File: config.mk
export PLATFORM = sky130hd
export DESIGN_NAME = radix_numeric_literal_parser
export DESIGN_NICKNAME = d
export VERILOG_FILES = /design/src/sv/rnlp_pkg.sv /design/src/sv/rnlp_lane.sv /design/src/sv/radix_numeric_literal_parser.sv
export SDC_FILE = /design/constraint.sdc
export NUM_CORES = 1
export LEC_CHECK = 0
export ABC_AREA = 0
export CAP_MARGIN = 5
export CORE_MARGIN = 2
export CORE_UTILIZATION = 52
export DETAILED_ROUTE_END_ITERATION = 7
export DONT_BUFFER_PORTS = 1
export PLACE_DENSITY = 0.73
export REMOVE_ABC_BUFFERS = 1
export SLEW_MARGIN = 25
export SYNTH_ARGS = -nofsm -noshare
export SYNTH_HDL_FRONTEND = slang
export SYNTH_SLANG_ARGS = --single-unit
File: constraint.sdc
create_clock -name clk -period 8.5 [get_ports clk]
set_input_delay 0.85 -clock clk [delete_from_list [all_inputs] [get_ports clk]]
set_output_delay 0.85 -clock clk [all_outputs]
set_load 0.01 [all_outputs]
File: src/sv/rnlp_pkg.sv
// Shared types, character codes and digit decode for the numeric literal parser.
// No dependencies; used by rnlp_lane, radix_numeric_literal_parser, literal_value_checker and testbench.
package rnlp_pkg;

  typedef enum logic [1:0] {
    RADIX_DEC = 2'd0,
    RADIX_HEX = 2'd1,
    RADIX_OCT = 2'd2,
    RADIX_BIN = 2'd3
  } radix_t;

  // Control for one accumulator lane
  typedef struct packed {
    logic step;   // fold the current character in
    logic clear;  // end of literal: back to zero
  } lane_ctrl_t;

  localparam logic [7:0] CH_ZERO    = 8'h30;
  localparam logic [7:0] CH_NINE    = 8'h39;
  localparam logic [7:0] CH_LC_A    = 8'h61;
  localparam logic [7:0] CH_LC_F    = 8'h66;
  localparam logic [7:0] CH_UC_A    = 8'h41;
  localparam logic [7:0] CH_UC_F    = 8'h46;
  localparam logic [7:0] CH_LC_X    = 8'h78;
  localparam logic [7:0] CH_UC_X    = 8'h58;
  localparam logic [7:0] CH_LC_B    = 8'h62;
  localparam logic [7:0] CH_UC_B    = 8'h42;
  localparam logic [7:0] CH_LC_H    = 8'h68;
  localparam logic [7:0] CH_UC_H    = 8'h48;
  localparam logic [7:0] CH_LC_O    = 8'h6f;
  localparam logic [7:0] CH_UC_O    = 8'h4f;
  localparam logic [4:0] DIGIT_NONE = 5'd16;

  // 0..15 for a hex digit of either case, DIGIT_NONE otherwise
  function automatic logic [4:0] digit_of(input logic [7:0] c);
    logic [4:0] d;
    d = DIGIT_NONE;
    if (c >= CH_ZERO && c <= CH_NINE) d = 5'(c - CH_ZERO);
    else if (c >= CH_LC_A && c <= CH_LC_F) d = 5'(c - CH_LC_A) + 5'd10;
    else if (c >= CH_UC_A && c <= CH_UC_F) d = 5'(c - CH_UC_A) + 5'd10;
    return d;
  endfunction

  function automatic logic [4:0] base_of(input radix_t r);
    logic [4:0] b;
    case (r)
      RADIX_HEX: b = 5'd16;
      RADIX_OCT: b = 5'd8;
      RADIX_BIN: b = 5'd2;
      RADIX_DEC: b = 5'd10;
      default:   b = 5'd10;
    endcase
    return b;
  endfunction

endpackage

File: src/sv/rnlp_lane.sv
// One accumulator lane: reads the literal in a fixed radix, with a sticky error bit.
// Depends on rnlp_pkg.
module rnlp_lane #(
  parameter int VALUE_BITS = 32
) (
  input  logic                   clk,
  input  logic                   rst,
  input  rnlp_pkg::radix_t       base,
  input  logic [7:0]             ch,
  input  rnlp_pkg::lane_ctrl_t   ctrl,
  output logic [VALUE_BITS-1:0]  acc,
  output logic [VALUE_BITS-1:0]  acc_next,
  output logic                   err,
  output logic                   err_next
);
  import rnlp_pkg::*;

  logic [4:0]            digit;
  logic                  bad;
  logic [VALUE_BITS-1:0] scaled;
  logic [VALUE_BITS-1:0] addend;

  always_comb begin
    digit = digit_of(ch);
    bad   = digit >= base_of(base);
    case (base)
      RADIX_HEX: scaled = acc << 4;
      RADIX_OCT: scaled = acc << 3;
      RADIX_BIN: scaled = acc << 1;
      RADIX_DEC: scaled = (acc << 3) + (acc << 1);
      default:   scaled = (acc << 3) + (acc << 1);
    endcase
    // an invalid character still shifts, but adds nothing
    addend   = bad ? '0 : VALUE_BITS'(digit);
    acc_next = scaled + addend;
    err_next = err | bad;
  end

  always_ff @(posedge clk) begin
    if (rst || ctrl.clear) begin
      acc <= '0;
      err <= 1'b0;
    end else if (ctrl.step) begin
      acc <= acc_next;
      err <= err_next;
    end
  end

endmodule

File: src/sv/radix_numeric_literal_parser.sv
// Top level of the numeric literal parser: input register, six radix lanes, result register.
// Depends on rnlp_pkg and rnlp_lane.
//
// Usage:
//   Slave channel carries one ASCII character per item in s_tdata[7:0], first to
//   last; s_tlast marks the final character of a literal. Master channel gives
//   one item per literal: value, radix code and digit error flag.
//   Radix comes from the literal: 0x/0b prefix, h/o/B suffix, leading zero
//   (octal) or decimal. All readings run in parallel lanes and one is picked
//   on the final character.
//   Throughput: one character per cycle, including across literals, while the result slot can take a final character.
//   A final character passes from the input register into the result register,
//   which drives m_tvalid.
//   If the receiver stalls, the result register holds; characters that do not
//   end a literal keep flowing, and a final character waits in the input
//   register, with s_tready low, until the result slot frees.
//   Reset clears all lanes, the character position and both valid flags.
module radix_numeric_literal_parser #(
  parameter int VALUE_BITS = 32
) (
  input  logic        clk,
  input  logic        rst,
  input  logic        s_tvalid,
  output logic        s_tready,
  input  logic [7:0]  s_tdata,   // [7:0] ch
  input  logic        s_tlast,   // last
  output logic        m_tvalid,
  input  logic        m_tready,
  output logic [39:0] m_tdata    // [31:0] value, [33:32] radix, [34] digit_error, rest 0
);
  import rnlp_pkg::*;

  localparam int NUM_LANES = 6;
  // lanes 0..3 read every character; 4 and 5 skip the two prefix characters
  localparam int L_HEX = 0, L_OCT = 1, L_BIN = 2, L_DEC = 3, L_PHEX = 4, L_PBIN = 5;

  logic       in_valid;
  logic [7:0] in_ch;
  logic       in_last;
  logic       advance;

  logic [1:0]  pos;
  logic [15:0] lead;

  lane_ctrl_t            ctrl_all;
  lane_ctrl_t            ctrl_pfx;
  radix_t                lane_base [NUM_LANES];
  logic [VALUE_BITS-1:0] lane_acc [NUM_LANES];
  logic [VALUE_BITS-1:0] lane_next [NUM_LANES];
  logic                  lane_err [NUM_LANES];
  logic                  lane_err_next [NUM_LANES];

  logic [7:0]            first_ch;
  logic [7:0]            second_ch;
  logic                  zero_lead;
  logic [VALUE_BITS-1:0] sel_value;
  radix_t                sel_radix;
  logic                  sel_bad;

  // advance the staged item unless it is a final one facing a full result slot that is not being read
  assign advance  = in_valid && (!in_last || !m_tvalid || m_tready);
  assign s_tready = !in_valid || advance;

  always_ff @(posedge clk) begin
    if (rst) begin
      in_valid <= 1'b0;
    end else if (s_tvalid && s_tready) begin
      in_valid <= 1'b1;
    end else if (advance) begin
      in_valid <= 1'b0;
    end
  end

  always_ff @(posedge clk) begin
    if (s_tvalid && s_tready) begin
      in_ch   <= s_tdata;
      in_last <= s_tlast;
    end
  end

  always_comb begin
    ctrl_all.step  = advance && !in_last;
    ctrl_all.clear = advance && in_last;
    ctrl_pfx.step  = advance && !in_last && (pos == 2'd2);
    ctrl_pfx.clear = ctrl_all.clear;
  end

  assign lane_base[L_HEX]  = RADIX_HEX;
  assign lane_base[L_OCT]  = RADIX_OCT;
  assign lane_base[L_BIN]  = RADIX_BIN;
  assign lane_base[L_DEC]  = RADIX_DEC;
  assign lane_base[L_PHEX] = RADIX_HEX;
  assign lane_base[L_PBIN] = RADIX_BIN;

  for (genvar i = 0; i < NUM_LANES; i++) begin : g_lane
    rnlp_lane #(
      .VALUE_BITS(VALUE_BITS)
    ) u_lane (
      .clk      (clk),
      .rst      (rst),
      .base     (lane_base[i]),
      .ch       (in_ch),
      .ctrl     ((i >= L_PHEX) ? ctrl_pfx : ctrl_all),
      .acc      (lane_acc[i]),
      .acc_next (lane_next[i]),
      .err      (lane_err[i]),
      .err_next (lane_err_next[i])
    );
  end

  // remember the first two characters, saturate the position at two
  always_ff @(posedge clk) begin
    if (rst || ctrl_all.clear) begin
      pos  <= 2'd0;
      lead <= '0;
    end else if (ctrl_all.step) begin
      if (pos == 2'd0) lead[7:0]  <= in_ch;
      if (pos == 2'd1) lead[15:8] <= in_ch;
      if (pos != 2'd2) pos <= pos + 2'd1;
    end
  end

  always_comb begin
    first_ch  = (pos == 2'd0) ? in_ch : lead[7:0];
    second_ch = (pos == 2'd1) ? in_ch : lead[15:8];
    zero_lead = (first_ch == CH_ZERO) && (pos != 2'd0);
    sel_value = '0;
    sel_radix = RADIX_DEC;
    sel_bad   = 1'b0;
    if (zero_lead && (second_ch == CH_LC_X || second_ch == CH_UC_X)) begin
      sel_radix = RADIX_HEX;
      if (pos == 2'd2) begin
        sel_value = lane_next[L_PHEX];
        sel_bad   = lane_err_next[L_PHEX];
      end
    end else if (zero_lead && (second_ch == CH_LC_B || second_ch == CH_UC_B)) begin
      sel_radix = RADIX_BIN;
      if (pos == 2'd2) begin
        sel_value = lane_next[L_PBIN];
        sel_bad   = lane_err_next[L_PBIN];
      end
    end else if (in_ch == CH_LC_H || in_ch == CH_UC_H) begin
      sel_radix = RADIX_HEX;
      sel_value = lane_acc[L_HEX];
      sel_bad   = lane_err[L_HEX];
    end else if (in_ch == CH_LC_O || in_ch == CH_UC_O) begin
      sel_radix = RADIX_OCT;
      sel_value = lane_acc[L_OCT];
      sel_bad   = lane_err[L_OCT];
    end else if (in_ch == CH_UC_B) begin
      sel_radix = RADIX_BIN;
      sel_value = lane_acc[L_BIN];
      sel_bad   = lane_err[L_BIN];
    end else if (zero_lead) begin
      sel_radix = RADIX_OCT;
      sel_value = lane_next[L_OCT];
      sel_bad   = lane_err_next[L_OCT];
    end else begin
      sel_radix = RADIX_DEC;
      sel_value = lane_next[L_DEC];
      sel_bad   = lane_err_next[L_DEC];
    end
  end

  always_ff @(posedge clk) begin
    if (rst) begin
      m_tvalid <= 1'b0;
    end else if (ctrl_all.clear) begin
      m_tvalid <= 1'b1;
    end else if (m_tready) begin
      m_tvalid <= 1'b0;
    end
  end

  always_ff @(posedge clk) begin
    if (ctrl_all.clear) begin
      m_tdata <= {5'd0, sel_bad, sel_radix, 32'(sel_value)};
    end
  end

`ifndef SYNTH
  a_pos_cleared: assert property (@(posedge clk) disable iff (rst)
    ctrl_all.clear |=> (pos == 2'd0))
    else $error("character position not cleared after final item");

  a_pos_range: assert property (@(posedge clk) disable iff (rst)
    pos != 2'd3)
    else $error("character position out of range");

  a_no_overwrite: assert property (@(posedge clk) disable iff (rst)
    (m_tvalid && !m_tready) |-> !ctrl_all.clear)
    else $error("result register overwritten while stalled");

  a_step_excl: assert property (@(posedge clk) disable iff (rst)
    !(ctrl_all.step && ctrl_all.clear))
    else $error("lane step and clear together");
`endif

endmodule

* Yosys cells after proc, flatten, opt, wreduce, memory -nomap -nowiden
Index checks and enable logic that the tools add are counted.
Cells by class: equality and inequality tests 13, reductions and logical operators 28, bitwise gates (word level) 6, $add $sub $neg 13, mux-type cells 34, $lt $le $gt $ge 10
Operators with widths (number):
- 32-bit two-way mux | 8
- 32-bit adder | 4
- 32-bit by 5-bit adder with 32-bit output | 3
- 8-bit by 7-bit == test with 1-bit output, second input constant | 9
- 5-bit two-way mux | 7
- 8-bit by 7-bit >= comparator with 1-bit output, second input constant | 2
- 8-bit by 7-bit less-or-equal comparator with 1-bit output, second input constant | 2
- 8-bit two-way mux | 2
- 1-bit two-way mux | 12
- 1-bit logical AND | 11
- 5-bit by 4-bit adder with 5-bit output, second input constant | 2
- 5-bit by 4-bit >= comparator with 1-bit output, second input constant | 2
- 2-bit two-way mux | 5
- 5-bit by 1-bit subtractor with 5-bit output, second input constant | 2
- 8-bit by 6-bit == test with 1-bit output, second input constant | 1
- 8-bit by 6-bit >= comparator with 1-bit output, second input constant | 1
- 8-bit by 6-bit less-or-equal comparator with 1-bit output, second input constant | 1
- 1-bit logical OR | 8
- 1-bit bitwise OR | 6
- 2-bit nonzero test | 3
- 5-bit by 2-bit >= comparator with 1-bit output, second input constant | 1
- 5-bit >= comparator, second input constant | 1
- 5-bit subtractor, second input constant | 1
- 1-bit zero test | 3
- other kinds (7) | 7
Storage, ports and cells: output and inout bits 42, input port bits 13, logic and storage cells 125, flip-flop bits (word level) 256

* Longest topological paths before layout
depth after elaboration 14, mapped depth 20

* Cells and area by module
A second synthesis with hierarchy kept.
Second synthesis, totals: cell total of the unflattened synthesis 4475, area total of the unflattened synthesis 34603.2 µm²
Modules (own cells, without submodules):
- rnlp_lane (g_lane[0].u_lane ...) | cells each 671, area each 5028.6 µm², seq. area each 660.6 µm², times used 5
- rnlp_lane (g_lane[1].u_lane) | cells each 681, area each 4892.2 µm², seq. area each 660.6 µm², times used 1
- radix_numeric_literal_parser | cells each 439, area each 4568.1 µm², seq. area each 1701.6 µm², times used 1

* Worst setup path after synthesis
Ideal clock, no wire load.
path type register to register, start register in_ch[0], end register g_lane[3].u_lane.acc[25], required time 8.438 ns, arrival time 4.691 ns, clock period less this slack 4.753 ns, setup time 0.062 ns, stages on the path, launching flop included 21, path buffers 1, slack 3.747 ns, path through edfxtp_1 > inv_1 > ha_1 > o21bai_1 > a2111oi_2 > buf_2 > nor2_1 > xnor2_1 > nor2_1 > nand2_1 > fa_1 > inv_1 > ha_1 > a211oi_1 > o21ai_1 > o2111ai_1 > a21boi_1 > a311oi_2 > o21ai_2 > or3_1 > nand3_1
On the way: longest elaborated chain between the ends 8, elaborated cells between the ends (all ways) 20
RTL lines:
- from (decl) | RTL line radix_numeric_literal_parser.sv:38 | logic [7:0] in_ch;
- from (signal assigned) | RTL line radix_numeric_literal_parser.sv:76 | in_ch <= s_tdata;
- 5-bit by 1-bit subtractor with 5-bit output (tied with other cells) | RTL line rnlp_pkg.sv:39, rnlp_pkg.sv:40
- 5-bit by 4-bit adder with 5-bit output or 1-bit logical AND (tied branches) | RTL line rnlp_pkg.sv:39, rnlp_pkg.sv:40
- 5-bit two-way mux | RTL line rnlp_pkg.sv:40 | else if (c >= CH_UC_A && c <= CH_UC_F) d = 5'(c - CH_UC_A) + 5'd10;
- 5-bit two-way mux | RTL line rnlp_pkg.sv:39 | else if (c >= CH_LC_A && c <= CH_LC_F) d = 5'(c - CH_LC_A) + 5'd10;
- 5-bit two-way mux * | RTL line rnlp_pkg.sv:38 | if (c >= CH_ZERO && c <= CH_NINE) d = 5'(c - CH_ZERO);
- 5-bit by 4-bit >= comparator with 1-bit output | RTL line rnlp_lane.sv:25 | bad = digit >= base_of(base);
- 5-bit two-way mux * | RTL line rnlp_lane.sv:34 | addend = bad ? '0 : VALUE_BITS'(digit);
- 32-bit by 5-bit adder with 32-bit output * | RTL line rnlp_lane.sv:35 | acc_next = scaled + addend;
- to (signal assigned) | RTL line rnlp_lane.sv:44 | acc <= acc_next;
- to (decl) | RTL line rnlp_lane.sv:11 | output logic [VALUE_BITS-1:0] acc,
Mark *: on every way between the ends. The rest lies on a longest branch, timed or not. A chain may end at the register's enable or synchronous reset.

* Worst setup path after layout
Ends and elaborated chain as after synthesis.

==> impl_metrics.yaml <==
synth:
  synth-compound-area-share_pct: 22.9
  synth_enable_flop_cells: 44
  async_reset_ff_share_pct: 0
  synth.yosys.warnings: 0
  muxShareOfSynthArea_pct: 0.919
  synth_seq_cells: 255
  synth_seq_area_share_pct: 35.7
  synthesis.area_sq_um: 15500
  main_combinational_cell_family_by_area_after_synthesis: "compound AO/OA/AOI/OAI gates"
  adder_cell_area_share_of_the_yosys_netlist_pct: 7.01
  yosys.area_share.xor_xnor_pct: 9.41
  syn-instance-count: 1880
  yosysUniqueCellTypes: 84
  share_of_synthesized_cell_area_in_and_or_nand_and_nor_gates_pct: 20.0
  dominantRegCellSynth: "dfxtp_1"
  post_synth.cell_area_avg_sq_um: 8.26
cts:
  cts-htree-levels: 1
  cts_hold_buffers: 0
  cts_root_buf: "clkbuf_16"
  tritoncts.num_buffers: 29
  clock_latency_ps: 560
  post-cts-setup-buffers: 0
  clockBufferDepth: 3
  cts.sink_count: 255
  cts_tree: "done"
  worst_setup_hold_path_clk_slew_ps: 60
  cts_resized: 0
setup_path:
  timing.critical_path.to_type: "flop"
  r2r-start: "in_ch[0]"
  timing.critical_path.from_type: "flop"
  crit_path_max_fanout: 13
  cp_data_arrival_time_ps: 6150
  reg2reg_depth: 18
  r2r_slack_ps: 2850
  r2r-end: "g_lane[3].u_lane.acc[25]"
  timing_worst_setup_path_type: "reg2reg"
  cp_data_required_time_ps: 9000
  cp-endpoint: "g_lane[3].u_lane.acc[25]"
  crit_start: "in_ch[0]"
sta:
  worst_slew_margin_rel_pct: 26.1
  hold_viol_final: 0
  tightestPinTransition_ps: 1110
  fmaxAchievable_mhz: 177
  final_min_period_over_clock_period_pct: 66.5
  setup_viol: 0
  finClkSkew_ps: 15.6
  period_needed_ps: 5650
  hold_ws_ps: 374
  slew_viol_final: 0
  setup-tns-final_ps: 0
  rsz0062_at_grt: "no"
floorplan:
  ioPinCount: 55
  die_w_um: 177
  core-area_sq_um: 29600
  floorplan.die_area_sq_um: 31300
  initial_utilization_pct: 52.5
  rows: 63
  chip_height_um: 177
final_layout:
  num-nets-final: 1922
  antenna-diode-count: 0
  layout-drive-gt1-share_pct: 4.87
  filler_cell_count: 2731
  flow.area_growth_from_synthesis_pct: 8.04
  layout.cells.non_filler: 2237
route:
  number_of_vias_after_detailed_routing: 14200
  wirelength_um: 46700
  first_pass_iters: 7
  number_of_remaining_drc_errors: 0
  number_of_vias_per_cell_after_detailed_routing: 6.35
  drt_iter0_drc: 1516
  wl_per_cell_um: 20.9
  drt.antenna.violating_nets: 0
global_route:
  grt_first_pass_wirelength_um: 73400
  grt.met1_usage_pct: 37.9
  grtUsageMet3_pct: 3.29
  maximum_number_of_pins_on_one_net_before_global_route_repair: 103
  overflow: 0
  grt_use_met2_pct: 48.9
  antenna_found_initial: 0
  vias_in_the_first_global_route: 13500
  grt_util_all_layers_pct: 29.6
  grt_busiest_layer: "met2"
run:
  maximum_capacitance_violations: 0
worst_hold_path:
  worst_hold_path_type: "in2reg"
pwr:
  power.leakage_nw: 6.12
  power.density_nw_per_um2: 161
  vdd_ir_drop_max_mv: 0.160
placed_design:
  dp_hpwl_um: 32400
  port_buffers: 0
  placedCellCount: 2184
  place.gp.congestion: 0.953
status:
  outcome: "finished clean"
==> worst min-delay path by stage <==
| stage | start | endpoint | slack [ps] | cells past startpoint |
|---|---|---|---|---|
| finish | rst | lead[14] | 370 | 1 |
| detailed placement | g_lane[0].u_lane.acc[31] | g_lane[0].u_lane.acc[31] | 430 | 2 |
| floorplan | g_lane[0].u_lane.acc[31] | g_lane[0].u_lane.acc[31] | 420 | 2 |
| global placement | g_lane[0].u_lane.acc[31] | g_lane[0].u_lane.acc[31] | 430 | 2 |
| global route | rst | lead[9] | 360 | 1 |
| CTS | rst | g_lane[0].u_lane.acc[4] | 370 | 1 |
==> cell type report <==
| type | count | area, sq um | share of cell area (%) |
|---|---|---|---|
| Inverter | 34 | 128 | 0.761 |
| Clock inverter | 11 | 184 | 1.10 |
| Sequential cell | 255 | 5550 | 33.1 |
| Tap cell | 390 | 488 | 2.91 |
| Timing Repair Buffer | 20 | 150 | 0.895 |
| Multi-Input combinational cell | 1485 | 9480 | 56.5 |
| Clock buffer | 42 | 805 | 4.80 |
==> cell families after synthesis <==
group / count (synthesis)
other: 2
xor gates and xnor gates: 166
and+or+nand+nor: 658
AOI/OAI and AO/OA: 543
adders and majority gates: 84
muxes: 14
buffers and inverters: 158
DFF: 255
==> synthesized netlist by cell type (19+ instances only) <==
cell | instances | area, sq um
a211oi_1 | 47 | 353
a21o_1 | 19 | 143
a21oi_1 | 135 | 676
a221oi_1 | 25 | 219
a22oi_1 | 63 | 473
and3_1 | 25 | 156
clkbuf_1 | 98 | 368
dfxtp_1 | 211 | 4220
edfxtp_1 | 44 | 1320
ha_1 | 79 | 988
inv_1 | 34 | 128
nand2_1 | 168 | 631
nand3_1 | 59 | 295
nand4_1 | 27 | 169
nor2_1 | 250 | 938
nor2b_1 | 19 | 119
nor3_1 | 21 | 105
o21ai_0 | 117 | 586
o22ai_1 | 20 | 125
xnor2_1 | 83 | 727
xor2_1 | 82 | 718
==> stage by stage <==
step / util [%] / total power, mW / setup slack (ps) / instance area (sq um)
6_report: 56.8 / 2.71 / 2850 / 16800
4_1_cts: 56.8 / 2.72 / 2910 / 16800
3_3_place_gp: 53.4 / 1.41 / 2720 / 15800
5_1_grt: 56.8 / 2.79 / 2370 / 16800
3_5_place_dp: 53.4 / 1.42 / 2940 / 15800
2_1_floorplan: - / 1.37 / 1830 / 15100
==> worst max-delay path, stage by stage, from the launching register on <==
cell and delay [ps]:
edfxtp_1 510, inv_1 220, ha_1 220, o21bai_1 120, a2111oi_4 750, a21oi_1 280, nor2_1 300, nand2_1 110
fa_1 560, inv_1 60, ha_1 300, a211oi_1 200, o21ai_1 180, o2111ai_1 390, a21boi_1 170, a311oi_2 600
o21ai_2 180, or3_1 390, nand3_1 80
==> state kept, by name, summed over array words and instances, names as in the netlist <==
register,cells
in_valid,1
lead,15
m_tdata,35
g_lane.u_lane.acc,186
in_ch,8
g_lane.u_lane.err,6
pos,2
in_last,1
m_tvalid,1
==> where the power goes <==
| group | internal (mW) | total [mW] | switching, mW |
|---|---|---|---|
| sequential | 1.25 | 1.28 | 0.0301 |
| combinational | 0.0339 | 0.115 | 0.0809 |
| clock | 0.805 | 1.32 | 0.510 |
| total | 2.09 | 2.71 | 0.621 |
==> layout by cell type, fill, tap and decap left out, types with 20 or more instances in the layout <==
cell type,count
buf_4,20
conb_1,20
a21oi_1,135
xnor2_1,83
nor3_1,21
inv_1,34
a22oi_1,63
clkbuf_16,29
edfxtp_1,44
and3_1,24
nand4_1,27
o21ai_0,117
nand3_1,59
a211oi_1,47
o22ai_1,20
xor2_1,82
dfxtp_1,211
ha_1,79
a221oi_1,25
nor2_1,247
nand2_1,167
==> routing by layer <==
metal | wire length, um | share of wire (%)
met5 | 0 | 0
met2 | 21600 | 46
met4 | 2900 | 6.2
met3 | 3050 | 6.5
met1 | 19100 | 41
Power figures use the tool's default switching activity.
